--- src/hdl/hpt_pkg.sv ---
// ----------------------------------------------------------------------------
// hpt_pkg: shared definitions for the homogeneous point transform
// Field widths, item kind codes, parameter defaults and the control word
// that travels down the chain of column cells.
// ----------------------------------------------------------------------------
package hpt_pkg;

	// Widths of the fields on the request and result channels.
	localparam int FIELD_BITS = 32;
	localparam int IDX_BITS   = 2;

	// Number of point components carried by a request.
	localparam int POINT_COMPS = 4;

	// Defaults for the top-level parameters.
	localparam int DIM_DEF       = 4;
	localparam int WORD_BITS_DEF = 32;
	localparam int FRAC_BITS_DEF = 16;

	// Request kinds.
	localparam logic KIND_LOAD  = 1'b0;
	localparam logic KIND_XFORM = 1'b1;

	// Control word that moves with every request through the cells.
	typedef struct packed {
		logic                valid;
		logic                kind;
		logic [IDX_BITS-1:0] row;
		logic [IDX_BITS-1:0] col;
	} cell_ctl_t;

endpackage

--- src/hdl/hpt_out_if.sv ---
// ----------------------------------------------------------------------------
// hpt_out_if: result channel of the homogeneous point transform
// Carries the transformed point and the saturation flag, with valid/ready.
// ----------------------------------------------------------------------------
interface hpt_out_if;
	import hpt_pkg::*;

	logic                         valid;
	logic                         ready;
	logic signed [FIELD_BITS-1:0] out_x;
	logic signed [FIELD_BITS-1:0] out_y;
	logic signed [FIELD_BITS-1:0] out_z;
	logic signed [FIELD_BITS-1:0] out_w;
	logic                         saturated;

	modport source (
		output valid, out_x, out_y, out_z, out_w, saturated,
		input  ready
	);

	modport sink (
		input  valid, out_x, out_y, out_z, out_w, saturated,
		output ready
	);

endinterface

--- src/hdl/hpt_sat.sv ---
// ----------------------------------------------------------------------------
// hpt_sat: scaling, saturation and output register
// Shifts the finished row sums down by the fraction width, clips them to
// the word range and holds the result until the consumer takes it.
// ----------------------------------------------------------------------------
module hpt_sat #(
	parameter int DIM       = 4,
	parameter int WORD_BITS = 32,
	parameter int FRAC_BITS = 16,
	parameter int ACC_BITS  = 67
) (
	input  logic                       clk,
	input  logic                       arst_n,
	input  hpt_pkg::cell_ctl_t         ctl_i,
	input  logic signed [ACC_BITS-1:0] acc_i [DIM],
	output logic                       adv,
	hpt_out_if.source                  result
);
	import hpt_pkg::*;

	localparam logic signed [WORD_BITS-1:0] WMAX = {1'b0, {(WORD_BITS-1){1'b1}}};
	localparam logic signed [WORD_BITS-1:0] WMIN = {1'b1, {(WORD_BITS-1){1'b0}}};

	logic signed [ACC_BITS-1:0]   shifted [DIM];
	logic signed [WORD_BITS-1:0]  clipped [DIM];
	logic        [DIM-1:0]        clip;
	logic signed [FIELD_BITS-1:0] comp    [POINT_COMPS];

	logic                         valid_q;
	logic signed [FIELD_BITS-1:0] x_q, y_q, z_q, w_q;
	logic                         sat_q;

	always_comb begin
		for (int r = 0; r < DIM; r++) begin
			shifted[r] = acc_i[r] >>> FRAC_BITS;
			// The value fits when every bit above the word's sign bit
			// repeats that sign bit.
			if ((&shifted[r][ACC_BITS-1:WORD_BITS-1])
					|| !(|shifted[r][ACC_BITS-1:WORD_BITS-1])) begin
				clipped[r] = shifted[r][WORD_BITS-1:0];
				clip[r]    = 1'b0;
			end else begin
				clipped[r] = shifted[r][ACC_BITS-1] ? WMIN : WMAX;
				clip[r]    = 1'b1;
			end
		end
		for (int r = 0; r < POINT_COMPS; r++) begin
			comp[r] = '0;
			if (r < DIM) begin
				comp[r] = FIELD_BITS'(clipped[r]);
			end
		end
	end

	assign adv = !valid_q || result.ready;

	always_ff @(posedge clk or negedge arst_n) begin
		if (!arst_n) begin
			valid_q <= 1'b0;
		end else if (adv) begin
			valid_q <= ctl_i.valid && (ctl_i.kind == KIND_XFORM);
		end
	end

	always_ff @(posedge clk) begin
		if (adv) begin
			x_q   <= comp[0];
			y_q   <= comp[1];
			z_q   <= comp[2];
			w_q   <= comp[3];
			sat_q <= |clip;
		end
	end

	assign result.valid     = valid_q;
	assign result.out_x     = x_q;
	assign result.out_y     = y_q;
	assign result.out_z     = z_q;
	assign result.out_w     = w_q;
	assign result.saturated = sat_q;

endmodule

--- src/flat_wrapper.sv ---
// flat-port wrapper written by rule: the top's interface ports become plain ports
module hpt_sat_flat import hpt_pkg::*;
#(
	parameter int DIM       = 4,
	parameter int WORD_BITS = 32,
	parameter int FRAC_BITS = 16,
	parameter int ACC_BITS  = 67
)
  (clk, arst_n, ctl_i, acc_i, adv, result_valid, result_out_x, result_out_y, result_out_z, result_out_w, result_saturated, result_ready);
  hpt_out_if result_i ();
  input  logic clk;
  input  logic arst_n;
  input  hpt_pkg::cell_ctl_t ctl_i;
  input  logic signed [ACC_BITS-1:0] acc_i[DIM];
  output logic adv;
  output wire logic [$bits(result_i.valid)-1:0] result_valid;
  output wire logic [$bits(result_i.out_x)-1:0] result_out_x;
  output wire logic [$bits(result_i.out_y)-1:0] result_out_y;
  output wire logic [$bits(result_i.out_z)-1:0] result_out_z;
  output wire logic [$bits(result_i.out_w)-1:0] result_out_w;
  output wire logic [$bits(result_i.saturated)-1:0] result_saturated;
  input wire logic [$bits(result_i.ready)-1:0] result_ready;
  assign result_valid = result_i.valid;
  assign result_out_x = result_i.out_x;
  assign result_out_y = result_i.out_y;
  assign result_out_z = result_i.out_z;
  assign result_out_w = result_i.out_w;
  assign result_saturated = result_i.saturated;
  assign result_i.ready = result_ready;
  hpt_sat #(.DIM(DIM), .WORD_BITS(WORD_BITS), .FRAC_BITS(FRAC_BITS), .ACC_BITS(ACC_BITS)) u_core (.clk(clk), .arst_n(arst_n), .ctl_i(ctl_i), .acc_i(acc_i), .adv(adv), .result(result_i));
endmodule
--- config.mk ---
export PLATFORM = sky130hd
export DESIGN_NAME = hpt_sat_flat
export DESIGN_NICKNAME = d
export VERILOG_FILES = /design/src/hdl/hpt_pkg.sv /design/src/hdl/hpt_out_if.sv /design/src/hdl/hpt_sat.sv /design/src/flat_wrapper.sv
export SDC_FILE = /design/constraint.sdc
export NUM_CORES = 1
export LEC_CHECK = 0
export ABC_AREA = 1
export BUFFER_PORTS_ARGS = -buffer_cell sky130_fd_sc_hd__buf_2
export CAP_MARGIN = 20
export CORE_AREA = 8 8 153 155
export CTS_BUF_LIST = sky130_fd_sc_hd__clkbuf_8
export CTS_CLUSTER_DIAMETER = 30
export DETAILED_ROUTE_END_ITERATION = 10
export DIE_AREA = 0 0 161 163
export PLACE_DENSITY_LB_ADDON = 0.25
export SLEW_MARGIN = 15
export SYNTH_ARGS = -nofsm -noshare
export SYNTH_HDL_FRONTEND = slang
export SYNTH_SLANG_ARGS = --single-unit
--- constraint.sdc ---
create_clock -name clk -period 7.3 [get_ports clk]
set_input_delay 0.73 -clock clk [delete_from_list [all_inputs] [get_ports clk]]
set_output_delay 0.73 -clock clk [all_outputs]
set_load 0.1 [all_outputs]
# Word-level counts from Yosys, hierarchy flattened
# Index checks and enable logic that the tools add are counted.
totals:
  ff_bits: 130
  out_inout_bits: 131
classes:
  n_mux: 12
  reduce_logical: 20
ops:
  columns: ["operator", "n"]
  rows:
  - ["two-way mux 32 bit", 8]
  - ["AND reduction 20 bit", 4]
  - ["OR reduction 20 bit", 4]
  - ["zero test 1 bit", 5]
  - ["logical OR 1 bit", 5]
  - ["two-way mux 1 bit", 4]
  - ["OR reduction 4 bit", 1]
  - ["logical AND 1 bit", 1]

# Logic depth before layout (Yosys ltp)
# Gate-level depths: netlist (run 1).
depth:
  word_depth: 5
  depth_mapped: 9

# Worst setup path after synthesis (run 1)
# No wires, ideal clock.
synth_timing:
  path_kind: "register to register"
  start: "register u_core.valid_q (netlist: u_core.result.valid)"
  end: "register u_core.w_q[0] (netlist: u_core.result.out_w[0]), enable pin"
  arrival_time_ns: 3.841
  required_time_ns: 5.977
  setup_slack_ns: 2.136
  stages_incl_launch_ff: 2
  path_buffers: 0
  period_less_slack_ns: 5.164
  cell_sequence: "dfrtp_1 > nand2_1"
synth_between:
  elab_chain_len: 2
synth_rtl:
  columns: ["element", "line", "rtl"]
  rows:
  - ["start: declaration", "hpt_sat.sv:29", "logic valid_q;"]
  - ["start signal: assignment", "hpt_sat.sv:61", "valid_q <= ctl_i.valid && (ctl_i.kind == KIND_XFORM);"]
  - ["zero test 1 bit", "hpt_sat.sv:55", "assign adv = !valid_q || result.ready;"]
  - ["logical OR 1 bit", "hpt_sat.sv:55", null]
  - ["named net adv", "flat_wrapper.sv:15", "output logic adv;"]
  - ["end signal: assignment", "hpt_sat.sv:70", "w_q <= comp[3];"]
  - ["end: declaration", "hpt_sat.sv:30", "logic signed [FIELD_BITS-1:0] x_q, y_q, z_q, w_q;"]
# The timed path passes the listed nets, and every way through them passes these cells.
# A chain may end at the register's enable or synchronous reset.

# Worst setup path in the final report (run 1)
layout_timing:
  start: "register u_core.valid_q (netlist: u_core.result.valid)"
  end: "output port adv"
layout_between:
  elab_chain_len: 2
layout_rtl:
  columns: ["element", "line"]
  rows:
  - ["zero test 1 bit", "hpt_sat.sv:55"]
  - ["logical OR 1 bit", "hpt_sat.sv:55"]
  - ["end: declaration", "flat_wrapper.sv:15"]
# Every way passes these cells.

==> results.sh, run 1 <==
export IMPL_vdd_drop_max_uv=106
export IMPL_numCtsBuffers=17
export IMPL_grt_max_degree=69
export IMPL_cts_root_buffer="sky130_fd_sc_hd__clkbuf_8"
export IMPL_synth_cells=547
export IMPL_hold_buffers=0
export IMPL_timing_worst_setup_path_type="flop to primary output"
export IMPL_ys_seq_area_share_pct=67.7
export IMPL_cts_resized_gates=0
export IMPL_number_of_antenna_violations_at_the_first_check_in_global_routing=3
export IMPL_pwr_share_seq_pct=44.3
export IMPL_fp_dieH_um=163
export IMPL_floorplan_rows=53
export IMPL_cts_tree="yes"
export IMPL_drt_drc_violations_left=0
export IMPL_hold_class="input pin to async pin"
export IMPL_clk_path_buf_depth=2
export IMPL_cp_cell_sequence="nand2_4 > buf_2"
export IMPL_start_kind="flop"
export IMPL_synth_yosys_warnings=0
export IMPL_fin_worst_skew_ns=0.00653
export IMPL_crit_reg2reg_capture="u_core.result.out_z[21]$_DFFE_PP_"
export IMPL_first_global_vias=4998
export IMPL_drt_antenna_violating_nets=0
export IMPL_critical_path_max_stage_delay_ns=0.63
export IMPL_layout_cells_excl_fill=1168
export IMPL_h_tree_level_count=4
export IMPL_report_final_slew_viol_count=0
export IMPL_via_per_inst=4.19
export IMPL_worst_slew_margin_rel_pct=39.8
export IMPL_internal_power_w=0.00123
export IMPL_max_clock_freq_ghz=0.359
export IMPL_io_buffer_count=339
export IMPL_grt_setup_unrepaired="false"
export IMPL_final_period_minus_worst_setup_slack_ns=2.78
export IMPL_first_pass_grt_wire_length_um=27400
export IMPL_die_width_um=161
export IMPL_yosys_area_top_type_share_pct=67.3
export IMPL_dp_cells=1136
export IMPL_hpwlAfterDp_um=13700
export IMPL_insertion_delay_ns=0.43
export IMPL_clkSlewWorstSetupHoldPaths_ns=0.07
export IMPL_routedWlPerCell_um=15.6
export IMPL_netlist_top_cell_by_area="sky130_fd_sc_hd__edfxtp_1"
export IMPL_synthesis_stage_register_bit_count=130
export IMPL_synth_fp_nets=824
export IMPL_regToRegStartpoint="u_core.result.valid$_DFFE_PN0P_"
export IMPL_io_pins=408
export IMPL_worst_ep_arrival_ns=2.05
export IMPL_switching_share_pct=39.1
export IMPL_worstRegToRegCells=2
export IMPL_combPwrFrac_pct=28.7
export IMPL_critical_path_required_ns=6.57
export IMPL_syn_to_final_growth_pct=37.1
export IMPL_finish_net_count=1157
export IMPL_die_area_um2=26200
export IMPL_actual_slew_at_the_worst_max_slew_pin_ns=0.902
export IMPL_yosys_top_cells_area="sky130_fd_sc_hd__edfxtp_1 (67%), sky130_fd_sc_hd__nand2_1 (19%), sky130_fd_sc_hd__nor2_1 (3.8%)"
export IMPL_min_period_over_period_pct=38.1
export IMPL_power_frac_clock_pct=27.0
export IMPL_p_sw_w=0.000792
export IMPL_yosys_cell_types_count=19
export IMPL_synthesis_area_per_instance_um2=10.5
export IMPL_outcome="complete, no violations"
export IMPL_start_util_pct=27.6
export IMPL_gp_routability_congestion=0.779
export IMPL_ff2ff_setup_slack_ns=4.94
export IMPL_gr_total_overflow=0
export IMPL_fp_coreArea_um2=20800
export IMPL_netlist_area_before_placement_um2=5760
export IMPL_critPathMaxFanout=64
export IMPL_power_static_leakage_nw=3.64
export IMPL_drv_max_cap_violation_count=0
export IMPL_report_final_setup_viol=0
export IMPL_routed_wirelength_um=18300
export IMPL_drt_first_iter_violations=271
export IMPL_power_per_cell_area_nw_per_um2=257
export IMPL_crit_path_top_delay_cell="sky130_fd_sc_hd__nand2_4"
export IMPL_setup_worst_path_end_class="primary output"
export IMPL_drt_first_pass_iters=4
export IMPL_setup_tns_ns=0
export IMPL_route_vias_total=4899
export IMPL_final_layout_size_suffix_gt1_share_pct=42.8
export IMPL_timing_hold_violations_final=0
export IMPL_global_route_usage_total_pct=13.5
export IMPL_postCtsSetupBuffers=0
export IMPL_clkSinkCount=130
[cell families (layout without fill, tap and decap cells)]
family        after synthesis  count (layout)  share of synthesized area [%]
buf+inv                    31             376                           4.96
other cells                 0               1                              0
simple gates              386             386                           27.3
flops                     130             130                           67.7
[area by class of cell]
cell class	instances	area [um^2]
clock inverters	14	101
flip-flops and latches	130	3900
repair buffers	342	1720
clock buffers	17	234
fillers	2145	12900
diodes	1	2.50
well taps	275	344
inverters	3	11.3
multi-input cells	386	1580
[routing by layer]
metal / vias to the layer above / wire [um] / global-route usage [%]
met3: 22 / 1800 / 6.02
met5: - / 26 / 0
met2: 217 / 8910 / 22.9
li1: 2457 / - / -
met4: 6 / 333 / 5.30
met1: 2197 / 7190 / 14.6
[worst max-delay path, delay by kind of cell (launching register included)]
| family | cells | cell delay, ns |
|---|---|---|
| buffers and inverters | 1 | 0.57 |
| flip-flops | 1 | 0.41 |
| AND/OR/NAND/NOR | 1 | 0.63 |
[worst max path at each step]
stage	from	end	slack (ns)	cells past startpoint
after floorplan	u_core.result.valid$_DFFE_PN0P_	u_core.result.out_w[0]$_DFFE_PP_	2.14	1
after global placement	result_ready	adv	4.47	4
after CTS	u_core.result.valid$_DFFE_PN0P_	adv	4.43	2
after global routing	u_core.result.valid$_DFFE_PN0P_	adv	4.37	2
final	u_core.result.valid$_DFFE_PN0P_	adv	4.52	2
after detailed placement	result_ready	adv	4.48	4
[cell usage in the layout (no fill, tap or decap), drive strengths merged]
cell type  count
nand3          4
inv            5
bufinv         1
clkinvlp       3
nor2          61
dfrtp          1
diode          1
clkinv         8
nand2        298
edfxtp       129
clkbuf        17
and2           1
or2            6
nand3b         4
nand4         12
buf          342
[registers in the layout (all words and copies together), names as in the netlist]
name	count
u_core.result.out_z	32
u_core.result.saturated	1
u_core.result.out_y	32
u_core.result.valid	1
u_core.result.out_x	32
u_core.result.out_w	32
[power groups by stage]
stage | sequential [W] | combinational, W | clock (W)
3_3_place_gp | 0.000913 | 0.000583 | 0
3_5_place_dp | 0.000915 | 0.000585 | 0
5_1_grt | 0.000904 | 0.000601 | 0.000602
4_1_cts | 0.000899 | 0.000585 | 0.000577
2_1_floorplan | 0.00133 | 0.0000540 | 0
6_report | 0.000898 | 0.000580 | 0.000547
[metrics by stage]
stage          hold WS (ns)  total power [W]  instance area [um^2]  util (%)  setup WS, ns
2_1_floorplan         0.434          0.00138                  5760         -          2.14
3_3_place_gp          0.507          0.00150                  7550      36.3          4.47
3_5_place_dp          0.507          0.00150                  7550      36.3          4.48
4_1_cts              0.0221          0.00206                  7890      37.9          4.43
5_1_grt              0.0145          0.00211                  7890      37.9          4.37
6_report             0.0650          0.00203                  7890      37.9          4.52
[synthesized netlist by cell type]
| cell | count |
|---|---|
| sky130_fd_sc_hd__nand2_1 | 295 |
| sky130_fd_sc_hd__inv_1 | 3 |
| sky130_fd_sc_hd__dfrtp_1 | 1 |
| sky130_fd_sc_hd__clkbuf_1 | 1 |
| sky130_fd_sc_hd__and2_0 | 1 |
| sky130_fd_sc_hd__dlygate4sd3_1 | 3 |
| sky130_fd_sc_hd__buf_4 | 3 |
| sky130_fd_sc_hd__nand3_2 | 3 |
| sky130_fd_sc_hd__nand3b_1 | 1 |
| sky130_fd_sc_hd__nand3b_2 | 3 |
| sky130_fd_sc_hd__edfxtp_1 | 129 |
| sky130_fd_sc_hd__nand2_4 | 3 |
| sky130_fd_sc_hd__nand3_1 | 1 |
| sky130_fd_sc_hd__buf_6 | 18 |
| sky130_fd_sc_hd__nor2_2 | 3 |
| sky130_fd_sc_hd__buf_2 | 3 |
| sky130_fd_sc_hd__nor2_1 | 58 |
| sky130_fd_sc_hd__nand4_1 | 12 |
| sky130_fd_sc_hd__or2_1 | 6 |
Note: power is estimated with default switching activity, not from simulation.
==> run 2, diff against run 1 <==
- clock period: 7.3 -> 2.9 ns (I/O delays scaled with it)
==> results.sh, run 2 (synthesized netlist as in run 1, its figures left out) <==
export IMPL_cts_root_buffer="sky130_fd_sc_hd__clkbuf_8"
export IMPL_n_fill_cell=2149
export IMPL_grt_max_degree=67
export IMPL_syn_to_final_growth_pct=38.5
export IMPL_die_width_um=161
export IMPL_worst_ep_arrival_ns=1.61
export IMPL_actual_slew_at_the_worst_max_slew_pin_ns=0.701
export IMPL_max_clock_freq_ghz=0.527
export IMPL_vdd_drop_max_uv=266
export IMPL_global_route_usage_total_pct=13.4
export IMPL_number_of_antenna_violations_at_the_first_check_in_global_routing=4
export IMPL_gp_routability_congestion=0.792
export IMPL_finish_net_count=1159
export IMPL_grt_setup_unrepaired="false"
export IMPL_drt_first_pass_iters=4
export IMPL_die_area_um2=26200
export IMPL_drt_first_iter_violations=274
export IMPL_clkSinkCount=130
export IMPL_power_per_cell_area_nw_per_um2=657
export IMPL_detailed_place_area_um2=7580
export IMPL_final_period_minus_worst_setup_slack_ns=1.90
export IMPL_gr_total_overflow=0
export IMPL_worst_slew_margin_rel_pct=53.1
export IMPL_clkSlewWorstSetupHoldPaths_ns=0.08
export IMPL_drt_antenna_violating_nets=0
export IMPL_h_tree_level_count=4
export IMPL_report_final_setup_viol=0
export IMPL_final_layout_size_suffix_gt1_share_pct=43.0
export IMPL_fp_coreArea_um2=20800
export IMPL_drt_drc_violations_left=0
export IMPL_route_vias_total=4901
export IMPL_power_static_leakage_nw=3.66
export IMPL_fp_dieH_um=163
export IMPL_clk_path_buf_depth=2
export IMPL_insertion_delay_ns=0.43
export IMPL_timing_worst_setup_path_type="flop to primary output"
export IMPL_via_per_inst=4.18
export IMPL_routed_wirelength_um=18300
export IMPL_layout_commonest_cell="sky130_fd_sc_hd__buf_2"
export IMPL_floorplan_rows=53
export IMPL_cts_tree="yes"
export IMPL_io_buffer_count=339
export IMPL_hpwlAfterDp_um=14000
export IMPL_timing_hold_violations_final=0
export IMPL_cts_resized_gates=0
export IMPL_start_kind="flop"
export IMPL_stdcell_area_um2=7980
export IMPL_layout_common_cells="sky130_fd_sc_hd__buf_2 (339), sky130_fd_sc_hd__nand2_1 (294), sky130_fd_sc_hd__edfxtp_1 (129)"
export IMPL_report_final_slew_viol_count=0
export IMPL_critical_path_required_ns=2.61
export IMPL_routedWlPerCell_um=15.6
export IMPL_critPathMaxFanout=29
export IMPL_io_pins=408
export IMPL_drv_max_cap_violation_count=0
export IMPL_setup_worst_path_end_class="primary output"
export IMPL_start_util_pct=27.6
export IMPL_hold_class="input pin to flop"
export IMPL_first_pass_grt_wire_length_um=27500
export IMPL_numCtsBuffers=17
export IMPL_first_global_vias=5050
export IMPL_setup_tns_ns=0
export IMPL_outcome="complete, no violations"
export IMPL_min_period_over_period_pct=65.5
export IMPL_fin_worst_skew_ns=0.00647
==> run 2: per-layer routing <==
layer	up-vias	wire length, um	GRT usage, %
li1	2462	-	-
met1	2192	6890	14.1
met2	224	9040	22.9
met3	19	2100	7.03
met4	4	242	4.08
met5	-	23	0
==> run 2: where the power goes <==
| part | switching [W] | internal [W] | total, W |
|---|---|---|---|
| clock | 0.000757 | 0.000755 | 0.00151 |
| sequential | 0.0000333 | 0.00223 | 0.00226 |
| combinational | 0.00124 | 0.000229 | 0.00147 |
| total | 0.00203 | 0.00321 | 0.00524 |
==> run 2: final timing paths <==
| check | startpoint | end | slack [ns] | cells after the start |
|---|---|---|---|---|
| worst max-delay path | u_core.result.valid$_DFFE_PN0P_ | adv | 1.00 | 2 |
| worst min-delay path | ctl_i[4] | u_core.result.valid$_DFFE_PN0P_ | 0.05 | 3 |
| worst max register to register | u_core.result.valid$_DFFE_PN0P_ | u_core.result.out_z[13]$_DFFE_PP_ | 1.34 | 2 |
| worst min register to register | u_core.result.valid$_DFFE_PN0P_ | u_core.result.valid$_DFFE_PN0P_ | 0.76 | 2 |
| max in group asynchronous | arst_n | u_core.result.valid$_DFFE_PN0P_ | 2.66 | 2 |
| min in group asynchronous | arst_n | u_core.result.valid$_DFFE_PN0P_ | 0.16 | 2 |
==> run 2: repair_timing <==
item,4_1_cts,5_1_grt
hold buffers,1,0
hold endpoints to repair,1,0
setup buffers,0,0
==> run 2: cell type report <==
| cell class | count | area (um^2) | area share (%) |
|---|---|---|---|
| Tap cell | 275 | 344 | 4.31 |
| Inverter | 3 | 11.3 | 0.141 |
| Multi-Input combinational cell | 386 | 1590 | 19.9 |
| Clock inverter | 15 | 144 | 1.80 |
| Sequential cell | 130 | 3900 | 48.9 |
| Antenna cell | 2 | 5.00 | 0.0628 |
| Clock buffer | 17 | 234 | 2.93 |
| Timing Repair Buffer | 344 | 1750 | 21.9 |
==> run 2: through the flow <==
step	setup WS (ns)	hold WS [ns]	power, W	std cells	utilization (%)
6_report	1.00	0.0520	0.00524	1172	38.3
5_1_grt	0.912	0.0108	0.00545	1172	38.3
4_1_cts	0.932	0.00613	0.00533	1170	38.3
3_5_place_dp	0.868	0.0677	0.00378	1137	36.4
3_3_place_gp	0.864	0.0653	0.00377	1137	36.4
2_1_floorplan	0.332	-0.00559	0.00346	547	-
==> run 2: critical path, cell delays in order (launching register included) <==
cell and delay [ns]:
sky130_fd_sc_hd__dfrtp_1 0.44, sky130_fd_sc_hd__nand2_8 0.24, sky130_fd_sc_hd__buf_2 0.48
